`config.mk`:
```
export PLATFORM = sky130hd
export DESIGN_NAME = wake_power_sequencer
export DESIGN_NICKNAME = d
export VERILOG_FILES = /design/src/rtl/core/wps_pkg.sv /design/src/rtl/core/wake_power_sequencer.sv /design/src/rtl/core/wps_cfg_regs.sv /design/src/rtl/core/wps_seq.sv
export SDC_FILE = /design/constraint.sdc
export NUM_CORES = 1
export LEC_CHECK = 0
export ABC_AREA = 1
export BUFFER_PORTS_ARGS = -buffer_cell sky130_fd_sc_hd__buf_2
export CAP_MARGIN = 20
export CELL_PAD_IN_SITES_DETAIL_PLACEMENT = 1
export CELL_PAD_IN_SITES_GLOBAL_PLACEMENT = 2
export CORE_MARGIN = 5
export CORE_UTILIZATION = 35
export DETAILED_ROUTE_END_ITERATION = 10
export PLACE_DENSITY_LB_ADDON = 0.1
export SETUP_SLACK_MARGIN = 0.05
export SLEW_MARGIN = 15
export SYNTH_ARGS = -nofsm -noshare
export SYNTH_HDL_FRONTEND = slang
export SYNTH_SLANG_ARGS = --single-unit
```
`constraint.sdc`:
```
create_clock -name clk -period 3.8 [get_ports clk]
set_clock_uncertainty 0.2 [all_clocks]
set_input_delay 1.14 -clock clk [delete_from_list [all_inputs] [get_ports clk]]
set_output_delay 1.14 -clock clk [all_outputs]
set_load 0.005 [all_outputs]
```
`src/rtl/core/wps_pkg.sv`:
```
// ----------------------------------------------------------------------------
// wps_pkg
// shared types, register codes and reset constants of the wake power sequencer
// ----------------------------------------------------------------------------
package wps_pkg;

	// default width of the serial sleep count read from the host
	localparam int COUNT_BITS_DEF = 16;

	localparam int CFG_IDX_W  = 3;
	localparam int CFG_DATA_W = 24;

	// register reset values
	localparam logic [15:0] STARTUP_TICKS_RST      = 16'd3000;
	localparam logic [7:0]  BIT_WAIT_TICKS_RST     = 8'd3;
	localparam logic [15:0] LONG_PRESS_TICKS_RST   = 16'd1000;
	localparam logic [23:0] SLEEP_PERIOD_TICKS_RST = 24'd8000;
	localparam logic [7:0]  DISPLAY_MARGIN_RST     = 8'd2;

	typedef enum logic [CFG_IDX_W-1:0] {
		CFG_STARTUP_TICKS      = 3'd0,
		CFG_BIT_WAIT_TICKS     = 3'd1,
		CFG_LONG_PRESS_TICKS   = 3'd2,
		CFG_SLEEP_PERIOD_TICKS = 3'd3,
		CFG_DISPLAY_MARGIN     = 3'd4
	} cfg_reg_t;

	typedef enum logic [2:0] {
		PH_STARTUP = 3'd0,
		PH_READY   = 3'd1,
		PH_DONE    = 3'd2,
		PH_READ    = 3'd3,
		PH_DISPLAY = 3'd4,
		PH_SLEEP   = 3'd5,
		PH_PRESS   = 3'd6
	} phase_t;

	typedef enum logic [1:0] {
		MODE_NEXT_STEP    = 2'd0,
		MODE_SWITCH_IMAGE = 2'd1,
		MODE_GO_ONLINE    = 2'd3
	} wake_mode_t;

	typedef struct packed {
		logic host_data;
		logic display_busy;
		logic button_pressed;
	} wps_in_t;

	typedef struct packed {
		logic        ldo_enable;
		logic        clock_line;
		logic        mode_high_line;
		logic [1:0]  wake_mode;
		logic [15:0] sleep_count;
		logic [2:0]  phase;
	} wps_out_t;

	typedef struct packed {
		logic [15:0] startup_ticks;
		logic [7:0]  bit_wait_ticks;
		logic [15:0] long_press_ticks;
		logic [23:0] sleep_period_ticks;
		logic [7:0]  display_margin;
	} wps_cfg_t;

endpackage

```
`src/rtl/core/wake_power_sequencer.sv`:
```
// ----------------------------------------------------------------------------
// wake_power_sequencer
// wakes a host and a display from long sleep periods and powers them down
// ----------------------------------------------------------------------------
// Each input transaction is one base tick carrying the host data line, the
// display busy line and the button level; each one produces exactly one
// output transaction that shows the sequencer state after that tick. A tick
// is first registered in the input register and its result is then written
// into the result register unless a stalled consumer holds that register, and
// one tick is taken every cycle while the output side keeps up. The whole
// tick update (counters, compares and the saturating count subtract) is one
// combinational step in front of the state registers, which also serve as the
// result register. After reset the regulator is held off for startup_ticks
// ticks. Configuration writes are taken at any time (ready is tied high) but
// must only be issued while no tick is in flight.
// ----------------------------------------------------------------------------
module wake_power_sequencer
	import wps_pkg::*;
#(
	parameter int COUNT_BITS = COUNT_BITS_DEF
) (
	input  logic                  clk,
	input  logic                  arst_n,
	// tick input channel
	input  logic                  in_valid,
	output logic                  in_stall,
	input  wps_in_t               in_data,
	// result channel
	output logic                  out_valid,
	input  logic                  out_stall,
	output wps_out_t              out_data,
	// configuration write channel
	input  logic                  cfg_valid,
	output logic                  cfg_ready,
	input  logic [CFG_IDX_W-1:0]  cfg_index,
	input  logic [CFG_DATA_W-1:0] cfg_data
);

	wps_cfg_t cfg;

	// input stage
	logic    valid_s1;
	wps_in_t in_s1;

	// result register valid
	logic    out_valid_q;

	logic out_hold;    // result waiting on a stalled consumer
	logic s1_move;     // tick in the input stage is processed this cycle
	logic in_take;     // input transaction accepted this cycle

	assign out_hold = out_valid_q & out_stall;
	assign s1_move  = valid_s1 & ~out_hold;
	// input stage frees up whenever its tick moves on
	assign in_stall = valid_s1 & out_hold;
	assign in_take  = in_valid & ~in_stall;

	always_ff @(posedge clk or negedge arst_n) begin
		if (!arst_n) begin
			valid_s1    <= 1'b0;
			out_valid_q <= 1'b0;
		end else begin
			if (in_take) begin
				valid_s1 <= 1'b1;
			end else if (s1_move) begin
				valid_s1 <= 1'b0;
			end
			// result stays valid while held, reloads on every processed tick
			out_valid_q <= s1_move | out_hold;
		end
	end

	// payload register, no reset needed
	always_ff @(posedge clk) begin
		if (in_take) begin
			in_s1 <= in_data;
		end
	end

	wps_cfg_regs u_cfg (
		.clk       (clk),
		.arst_n    (arst_n),
		.cfg_valid (cfg_valid),
		.cfg_ready (cfg_ready),
		.cfg_index (cfg_index),
		.cfg_data  (cfg_data),
		.cfg       (cfg)
	);

	// state registers update only when a tick moves into the result slot
	wps_seq #(
		.COUNT_BITS (COUNT_BITS)
	) u_seq (
		.clk     (clk),
		.arst_n  (arst_n),
		.step    (s1_move),
		.tick_in (in_s1),
		.cfg     (cfg),
		.result  (out_data)
	);

	assign out_valid = out_valid_q;

	// a held result must not be overwritten by a new tick
	a_no_overrun: assert property (@(posedge clk) disable iff (!arst_n)
		out_hold |-> !s1_move)
		else $error("result overwritten while stalled");

	// a held tick in the input stage blocks new transactions
	a_s1_hold: assert property (@(posedge clk) disable iff (!arst_n)
		(valid_s1 && out_hold) |-> in_stall)
		else $error("input taken over a pending tick");

	// every processed tick shows up as a result on the next cycle
	a_result: assert property (@(posedge clk) disable iff (!arst_n)
		s1_move |=> out_valid_q)
		else $error("processed tick lost its result");

endmodule

```
`src/rtl/core/wps_cfg_regs.sv`:
```
// ----------------------------------------------------------------------------
// wps_cfg_regs
// configuration register file, one write transaction per cycle
// ----------------------------------------------------------------------------
module wps_cfg_regs
	import wps_pkg::*;
(
	input  logic                  clk,
	input  logic                  arst_n,
	input  logic                  cfg_valid,
	output logic                  cfg_ready,
	input  logic [CFG_IDX_W-1:0]  cfg_index,
	input  logic [CFG_DATA_W-1:0] cfg_data,
	output wps_cfg_t              cfg
);

	wps_cfg_t cfg_q;

	assign cfg_ready = 1'b1;
	assign cfg       = cfg_q;

	always_ff @(posedge clk or negedge arst_n) begin
		if (!arst_n) begin
			cfg_q.startup_ticks      <= STARTUP_TICKS_RST;
			cfg_q.bit_wait_ticks     <= BIT_WAIT_TICKS_RST;
			cfg_q.long_press_ticks   <= LONG_PRESS_TICKS_RST;
			cfg_q.sleep_period_ticks <= SLEEP_PERIOD_TICKS_RST;
			cfg_q.display_margin     <= DISPLAY_MARGIN_RST;
		end else if (cfg_valid && cfg_ready) begin
			// unknown indexes are dropped
			case (cfg_index)
				CFG_STARTUP_TICKS:      cfg_q.startup_ticks      <= cfg_data[15:0];
				CFG_BIT_WAIT_TICKS:     cfg_q.bit_wait_ticks     <= cfg_data[7:0];
				CFG_LONG_PRESS_TICKS:   cfg_q.long_press_ticks   <= cfg_data[15:0];
				CFG_SLEEP_PERIOD_TICKS: cfg_q.sleep_period_ticks <= cfg_data;
				CFG_DISPLAY_MARGIN:     cfg_q.display_margin     <= cfg_data[7:0];
				default: ;
			endcase
		end
	end

endmodule

```
`src/rtl/core/wps_seq.sv`:
```
// ----------------------------------------------------------------------------
// wps_seq
// power sequencing state machine, advances one base tick per step
// ----------------------------------------------------------------------------
module wps_seq
	import wps_pkg::*;
#(
	parameter int COUNT_BITS = COUNT_BITS_DEF
) (
	input  logic     clk,
	input  logic     arst_n,
	input  logic     step,
	input  wps_in_t  tick_in,
	input  wps_cfg_t cfg,
	output wps_out_t result
);

	localparam int BIT_W = $clog2(COUNT_BITS + 1);

	phase_t           phase_q, phase_d;
	logic [23:0]      tick_q, tick_d, tick_inc;
	logic [BIT_W-1:0] bit_cnt_q, bit_cnt_d, bit_inc;
	logic [15:0]      shift_q, shift_d, shift_new;
	logic [15:0]      sleep_q, sleep_d;
	logic [15:0]      period_q, period_d;
	logic [1:0]       mode_q, mode_d, press_mode;
	logic [15:0]      press_q, press_d;
	logic             clk_lvl_q, clk_lvl_d;
	logic             mode_hi_q, mode_hi_d;
	logic             ldo_q, ldo_d;
	logic [16:0]      sub_amt;

	assign tick_inc  = tick_q + 24'd1;
	assign bit_inc   = bit_cnt_q + BIT_W'(1);
	assign shift_new = {shift_q[14:0], tick_in.host_data};
	assign sub_amt   = {1'b0, period_q} + {9'b0, cfg.display_margin};
	assign press_mode = (press_q >= cfg.long_press_ticks) ? MODE_GO_ONLINE : MODE_SWITCH_IMAGE;

	always_comb begin
		phase_d   = phase_q;
		tick_d    = tick_q;
		bit_cnt_d = bit_cnt_q;
		shift_d   = shift_q;
		sleep_d   = sleep_q;
		period_d  = period_q;
		mode_d    = mode_q;
		press_d   = press_q;
		clk_lvl_d = clk_lvl_q;
		mode_hi_d = mode_hi_q;
		ldo_d     = ldo_q;
		unique case (phase_q)
			PH_READY: begin
				if (tick_in.host_data) begin
					mode_hi_d = mode_q[1];
					phase_d   = PH_DONE;
				end
			end
			PH_DONE: begin
				if (!tick_in.host_data) begin
					if (mode_q != MODE_SWITCH_IMAGE) begin
						clk_lvl_d = ~clk_lvl_q;
						tick_d    = '0;
						bit_cnt_d = '0;
						shift_d   = '0;
						phase_d   = PH_READ;
					end else begin
						mode_d  = MODE_NEXT_STEP;
						phase_d = PH_DISPLAY;
					end
				end
			end
			PH_READ: begin
				tick_d = tick_inc;
				if (tick_inc >= {16'b0, cfg.bit_wait_ticks}) begin
					shift_d   = shift_new;
					bit_cnt_d = bit_inc;
					clk_lvl_d = ~clk_lvl_q;
					tick_d    = '0;
					if (bit_inc >= BIT_W'(COUNT_BITS)) begin
						sleep_d   = shift_new;
						mode_d    = MODE_NEXT_STEP;
						bit_cnt_d = '0;
						phase_d   = PH_DISPLAY;
					end
				end
			end
			PH_DISPLAY: begin
				if (!tick_in.display_busy) begin
					ldo_d     = 1'b0;
					clk_lvl_d = 1'b0;
					mode_hi_d = 1'b0;
					period_d  = '0;
					tick_d    = '0;
					phase_d   = PH_SLEEP;
				end
			end
			PH_SLEEP: begin
				if (period_q >= sleep_q) begin
					ldo_d     = 1'b1;
					clk_lvl_d = mode_q[0];
					mode_hi_d = 1'b0;
					phase_d   = PH_READY;
				end else if (tick_in.button_pressed) begin
					mode_d  = MODE_SWITCH_IMAGE;
					press_d = 16'd1;
					phase_d = PH_PRESS;
				end else if (tick_inc >= cfg.sleep_period_ticks) begin
					tick_d   = '0;
					period_d = period_q + 16'd1;
				end else begin
					tick_d = tick_inc;
				end
			end
			PH_PRESS: begin
				if (tick_in.button_pressed) begin
					if (press_q != 16'hFFFF) begin
						press_d = press_q + 16'd1;
					end
				end else begin
					mode_d    = press_mode;
					sleep_d   = ({1'b0, sleep_q} > sub_amt) ? (sleep_q - sub_amt[15:0]) : '0;
					ldo_d     = 1'b1;
					clk_lvl_d = press_mode[0];
					mode_hi_d = 1'b0;
					phase_d   = PH_READY;
				end
			end
			default: begin
				// startup, also taken by the unused code
				ldo_d = 1'b0;
				if (tick_q >= {8'b0, cfg.startup_ticks}) begin
					tick_d    = '0;
					ldo_d     = 1'b1;
					clk_lvl_d = mode_q[0];
					mode_hi_d = 1'b0;
					phase_d   = PH_READY;
				end else begin
					tick_d = tick_inc;
				end
			end
		endcase
	end

	always_ff @(posedge clk or negedge arst_n) begin
		if (!arst_n) begin
			phase_q   <= PH_STARTUP;
			tick_q    <= '0;
			bit_cnt_q <= '0;
			shift_q   <= '0;
			sleep_q   <= '0;
			period_q  <= '0;
			mode_q    <= MODE_NEXT_STEP;
			press_q   <= '0;
			clk_lvl_q <= 1'b0;
			mode_hi_q <= 1'b0;
			ldo_q     <= 1'b0;
		end else if (step) begin
			phase_q   <= phase_d;
			tick_q    <= tick_d;
			bit_cnt_q <= bit_cnt_d;
			shift_q   <= shift_d;
			sleep_q   <= sleep_d;
			period_q  <= period_d;
			mode_q    <= mode_d;
			press_q   <= press_d;
			clk_lvl_q <= clk_lvl_d;
			mode_hi_q <= mode_hi_d;
			ldo_q     <= ldo_d;
		end
	end

	assign result.ldo_enable     = ldo_q;
	assign result.clock_line     = clk_lvl_q;
	assign result.mode_high_line = mode_hi_q;
	assign result.wake_mode      = mode_q;
	assign result.sleep_count    = sleep_q;
	assign result.phase          = phase_q;

	// regulator stays off while asleep, pressed or starting up
	a_ldo_off: assert property (@(posedge clk) disable iff (!arst_n)
		(phase_q == PH_SLEEP || phase_q == PH_PRESS || phase_q == PH_STARTUP) |-> !ldo_q)
		else $error("regulator on in an off phase");

	// bit counter only counts inside a read
	a_bit_idle: assert property (@(posedge clk) disable iff (!arst_n)
		(phase_q != PH_READ) |-> (bit_cnt_q == '0))
		else $error("bit counter not cleared outside read");

	a_bit_range: assert property (@(posedge clk) disable iff (!arst_n)
		bit_cnt_q < BIT_W'(COUNT_BITS))
		else $error("bit counter out of range");

	// button release ends the press and powers up
	a_release: assert property (@(posedge clk) disable iff (!arst_n)
		(step && phase_q == PH_PRESS && !tick_in.button_pressed)
		|=> (ldo_q && phase_q == PH_READY && mode_q != MODE_NEXT_STEP))
		else $error("release did not power up");

endmodule

```
## Yosys cells after proc, flatten, opt, wreduce, memory -nomap -nowiden

Index checks and enable logic that the tools add are counted.

| cells by class | value |
|---|---|
| add/subtract/negate cells | 6 |
| magnitude comparators | 7 |
| equal/unequal tests | 28 |
| multiplexer cells | 72 |
| bitwise operators | 12 |
| reductions and logical operators | 28 |

Operators with widths:

| operator | count |
|---|---|
| 2-to-1 mux 16 bit | 12 |
| 2-to-1 mux 24 bit | 8 |
| case mux 24 bit (5 select lines) | 1 |
| case mux 16 bit (2 select lines) | 3 |
| 2-to-1 mux 15 bit | 3 |
| adder 16 x 1 -> 16 bit (second input constant) | 2 |
| greater-or-equal comparator 16 bit | 2 |
| 2-to-1 mux 3 bit | 10 |
| case mux 15 bit (2 select lines) | 1 |
| AND reduction 9 bit | 3 |
| adder 24 x 1 -> 24 bit (second input constant) | 1 |
| greater-or-equal comparator 24 x 16 -> 1 bit | 1 |
| greater-or-equal comparator 24 bit | 1 |
| greater-or-equal comparator 24 x 8 -> 1 bit | 1 |
| 2-to-1 mux 5 bit | 4 |
| != test 2 bit (second input constant) | 9 |
| case mux 3 bit (6 select lines) | 1 |
| adder 16 x 8 -> 17 bit | 1 |
| greater-than comparator 16 x 17 -> 1 bit | 1 |
| 2-to-1 mux 1 bit | 16 |
| 2-to-1 mux 2 bit | 8 |
| != test 16 bit (second input constant) | 1 |
| subtractor 16 bit | 1 |
| AND reduction 5 bit | 3 |
| 26 further kinds | 59 |

| storage, ports and cells | value |
|---|---|
| register bits | 177 |
| output and inout bits | 27 |
| logic and storage cells | 174 |

## Longest topological paths before layout

| logic depth | value |
|---|---|
| depth after elaboration | 6 |
| mapped depth | 22 |
| gate-level depth less buffers | 21 |

## By module

From an unflattened synthesis, not the netlist that was laid out.

| second synthesis, totals | value |
|---|---|
| cells, all modules | 1,720 |
| area, all modules | 12,513.3 µm² |

Modules (own cells, without submodules):

| module | times used | cells an instance | area each (µm²) | seq. area each (µm²) |
|---|---|---|---|---|
| wps_seq | 1 | 1,383 | 9,360.2 | 2,502.4 |
| wps_cfg_regs | 1 | 322 | 2,967.8 | 1,829.3 |
| wake_power_sequencer | 1 | 15 | 185.2 | 140.1 |

## Worst setup path before layout

No wires, ideal clock.

| path | value |
|---|---|
| path kind | flip-flop to flip-flop |
| start | reg u_seq.period_q[0] |
| end | reg u_seq.sleep_q[2] |
| arrival time | 3.077 ns |
| path slack | 0.406 ns |
| cell stages (with the launch flop) | 20 |
| buffers on the path | 1 |
| cell sequence | dfrtp_1 -> ha_1 -> fa_1 -> nand3_1 -> nand2_1 -> a21oi_1 -> nor2_1 -> xnor2_1 -> ha_1 -> a21oi_1 -> nand2_1 -> a21oi_1 -> nand2_1 -> nand2_1 -> nand2_1 -> nand2_1 -> clkbuf_1 -> o21ai_0 -> nand4_1 -> nand2_1 |

| on the way | value |
|---|---|
| cells in the longest elaborated chain, start to end | 5 |
| elaborated cells between the ends (all ways) | 6 |
| those cells by class | add/sub (2); order compare (1); mux (3) |

Ends and longest elaborated chain:

| what | line | RTL |
|---|---|---|
| from (decl) | wps_seq.sv:25 | `logic [15:0] period_q, period_d;` |
| from (signal assigned) | wps_seq.sv:163 | `period_q <= period_d;` |
| adder 16 x 8 -> 17 bit (*) | wps_seq.sv:36 | `assign sub_amt = {1'b0, period_q} + {9'b0, cfg.display_margin};` |
| subtractor 16 bit / greater-than comparator 16 x 17 -> 1 bit (equally long branches) | wps_seq.sv:121 | `sleep_d = ({1'b0, sleep_q} > sub_amt) ? (sleep_q - sub_amt[15:0]) : '0;` |
| 2-to-1 mux 16 bit (*) | wps_seq.sv:121 |  |
| 2-to-1 mux 16 bit (*) | wps_seq.sv:115 | `if (tick_in.button_pressed) begin` |
| case mux 16 bit (2 select lines) (*) | wps_seq.sv:51 | `unique case (phase_q)` |
| to (signal assigned) | wps_seq.sv:162 | `sleep_q <= sleep_d;` |
| to (decl) | wps_seq.sv:24 | `logic [15:0] sleep_q, sleep_d;` |

Mark *: on every way between the ends. The rest lies on a longest branch, timed or not. The select of a mux whose other input is x is not followed.
A chain may end at the register's enable or synchronous reset.

## Final worst setup path

| path | value |
|---|---|
| start | reg u_cfg.cfg_q, in the netlist u_cfg.cfg[5] |
| end | reg u_seq.sleep_q[5] |

| on the way | value |
|---|---|
| cells in the longest elaborated chain, start to end | 5 |
| elaborated cells between the ends (all ways) | 6 |
| those cells by class | add/sub (2); order compare (1); mux (3) |

Ends and longest elaborated chain:

| what | line | RTL |
|---|---|---|
| from (decl) | wps_cfg_regs.sv:17 | `wps_cfg_t cfg_q;` |
| adder 16 x 8 -> 17 bit (*) | wps_seq.sv:36 |  |
| subtractor 16 bit / greater-than comparator 16 x 17 -> 1 bit (equally long branches) | wps_seq.sv:121 |  |
| 2-to-1 mux 16 bit (*) | wps_seq.sv:121 |  |
| 2-to-1 mux 16 bit (*) | wps_seq.sv:115 |  |
| case mux 16 bit (2 select lines) (*) | wps_seq.sv:51 |  |

Marks and branches as above.

==> results.json <==
{
  "outcome": "complete, no violations",
  "maxSlewHeadroom": 0.3674,
  "ys_seq_area_frac": 0.3578,
  "synth_top_area_frac": 0.3043,
  "layout_common_cells": "nand2_1 (484), inv_1 (212), dfrtp_1 (140)",
  "die_w_um": 199.0,
  "hp-class": "register to register",
  "crit_required_ns": 3.93,
  "synthCells": 1722,
  "first_iter_violations": 470,
  "ys_ff_latch": 177,
  "antenna_found_initial": 0,
  "drc_errors": 0,
  "fin_ws_ns": 0.2240,
  "fmax_ghz": 0.2796,
  "use_met1": 0.2862,
  "place_area_um2": 13560,
  "clock_latency_ns": 0.45,
  "cts_buffers": 17,
  "syn_nets": 1867,
  "cts_tree": "done",
  "io_pins": 62,
  "dp_hpwl_um": 31540,
  "routedWlPerCell_um": 17.74,
  "grt_max_degree": 75,
  "clk_path_buf_depth": 2,
  "fin_area_um2": 14660,
  "finalHoldViolCount": 0,
  "start_util": 0.3531,
  "syn_area_per_cell_um2": 7.258,
  "mostFrequentLayoutCell": "nand2_1",
  "finalNonFillerCells": 2292,
  "gp_congestion": 0.8687,
  "critPathKind": "register to register",
  "grt_pass1_vias": 11830,
  "clock-sinks": 177,
  "clk_pin_slew_ns": 0.08,
  "synthTopCellsByArea": "dfrtp_1 (30%), nand2_1 (15%), ha_1 (11%)",
  "synthToLayoutAreaGrowth_pct": 17.26,
  "port_buffers": 60,
  "pre_cts_slack_ns": -0.09121,
  "vias": 11480,
  "num_antenna_cells": 0,
  "coreArea_um2": 35400,
  "use_met3": 0.02490,
  "grt_pass1_wl_um": 65230,
  "overflow": 0,
  "htreeDepth": 4,
  "synth_cell_types": 45,
  "path_max_fanout": 6,
  "hold_ws_ns": 0.2866,
  "rsz0062_at_grt": "true",
  "tightest_slew_ns": 0.9466,
  "setup_violations": 0,
  "timing.final.max_slew_violations": 0,
  "drive_above_1_share": 0.1660,
  "start_kind": "register",
  "met2_usage": 0.3537,
  "power_mw": 7.004,
  "drtAntennaViolNets": 0,
  "dr.pass1.iters": 4,
  "p_per_area_nw_per_um2": 477.9,
  "syn_area_um2": 12500,
  "fin_util": 0.4140,
  "via_per_inst": 5.007,
  "end_kind": "register",
  "final.min_clock_period_ns": 3.576,
  "drt-total-wl_um": 40660,
  "yosysWarnings": 0,
  "num-nets-final": 1963,
  "dieArea_um2": 39590,
  "total_leakage_power_nw": 7.247,
  "vdd_ir_drop_max_uv": 343.2,
  "synth_top_area_cell": "dfrtp_1",
  "cp_data_arrival_time_ns": 3.71,
  "dieHeight_um": 199.0,
  "top_usage_layer": "met2",
  "fin_tns_setup_ns": 0,
  "fin_crit_sh": 0.9411,
  "track_usage": 0.2097,
  "root_buffer": "clkbuf_16",
  "numPlacedInstances": 2241,
  "rows": 69,
  "max_cap_viol_count": 0
}
sequential cells by signal, indices dropped and copies added (netlist names):
register	flops
in_s1	3
out_valid	1
u_cfg.cfg	72
u_seq.bit_cnt_q	5
u_seq.clk_lvl_q	1
u_seq.ldo_q	1
u_seq.mode_hi_q	1
u_seq.mode_q	2
u_seq.period_q	16
u_seq.phase_q	3
u_seq.press_q	16
u_seq.shift_q	15
u_seq.sleep_q	16
u_seq.tick_q	24
valid_s1	1
routing by layer:
layer  share of wire  vias to the layer above  wire [µm]
met2            0.48                      106      19640
li1                -                     5772          -
met3           0.020                       40        800
met1            0.48                     5557      19450
met4           0.019                        0        767
met5               0                        -          0
critical path, stage by stage (launching register included):
cell	delay, ns
dfrtp_2	0.45
ha_4	0.32
nand2_4	0.05
nor3_2	0.16
nand2_1	0.07
o211ai_1	0.13
a21o_1	0.22
nand2_4	0.09
nor2_4	0.16
xor2_2	0.12
ha_4	0.33
nand2_4	0.07
nor2_4	0.12
nand2_1	0.07
nor3_2	0.17
nand4_1	0.11
nand2_1	0.11
inv_2	0.07
nand2_4	0.09
clkbuf_16	0.17
o21ai_2	0.05
nand4_1	0.09
nand2_1	0.06
worst paths after layout:
kind | from | endpoint | slack, ns | cells past startpoint
worst min-delay path | u_cfg.cfg[70] | u_cfg.cfg[70] | 0.29 | 2
min in group asynchronous | arst_n | u_cfg.cfg[29] | 0.45 | 1
max in group asynchronous | arst_n | u_cfg.cfg[49] | 2.05 | 2
worst max register to register | u_cfg.cfg[5] | u_seq.sleep_q[5] | 0.22 | 22
worst max-delay path | u_cfg.cfg[5] | u_seq.sleep_q[5] | 0.22 | 22
worst min register to register | u_cfg.cfg[70] | u_cfg.cfg[70] | 0.29 | 2
layout make-up:
class / count / area [µm²]
multi-input combinational: 1277 / 7281
sequential: 177 / 4487
tap: 461 / 576.8
clock buffer: 19 / 454.2
inverter: 218 / 822.0
clock inverter: 13 / 138.9
timing repair buffer: 127 / 895.9
fill: 4444 / 20740
power by group:
group | switching, mW | internal, mW
clock | 0.878 | 0.970
sequential | 0.288 | 2.21
combinational | 1.72 | 0.942
repair_timing:
action,in CTS,in global routing
endpoints found under the setup margin,16,46
setup buffers,3,15
hold endpoints to repair,0,0
gates resized for setup,10,85
hold buffers,0,0
pin swaps,2,41
gates cloned,0,1
cell usage after synthesis, drive strengths merged:
cell type  number
nand2         510
inv           216
o21ai         159
dfrtp         152
nor2          149
ha            108
nand3          95
a21oi          83
nand4          50
xor2           37
clkbuf         31
nor3           23
dfstp          22
buf            19
xnor2          11
nor4            9
nand3b          8
o21bai          6
or2             6
o211ai          5
and2            4
a21o            3
edfxtp          3
o21a            3
clkinv          2
fa              2
nor3b           2
a211oi          1
a21boi          1
conb            1
o2111ai         1
cells by family after synthesis:
| kind of cell | count (synthesis) | synth area share |
|---|---|---|
| DFF | 177 | 0.3578 |
| xor gates and xnor gates | 48 | 0.03484 |
| other | 1 | 0.0003000 |
| buffers and inverters | 268 | 0.08569 |
| AOI/OAI and AO/OA | 262 | 0.1127 |
| adders and majority gates | 110 | 0.1113 |
| and+or+nand+nor | 856 | 0.2973 |
Power figures use the tool's default switching activity.
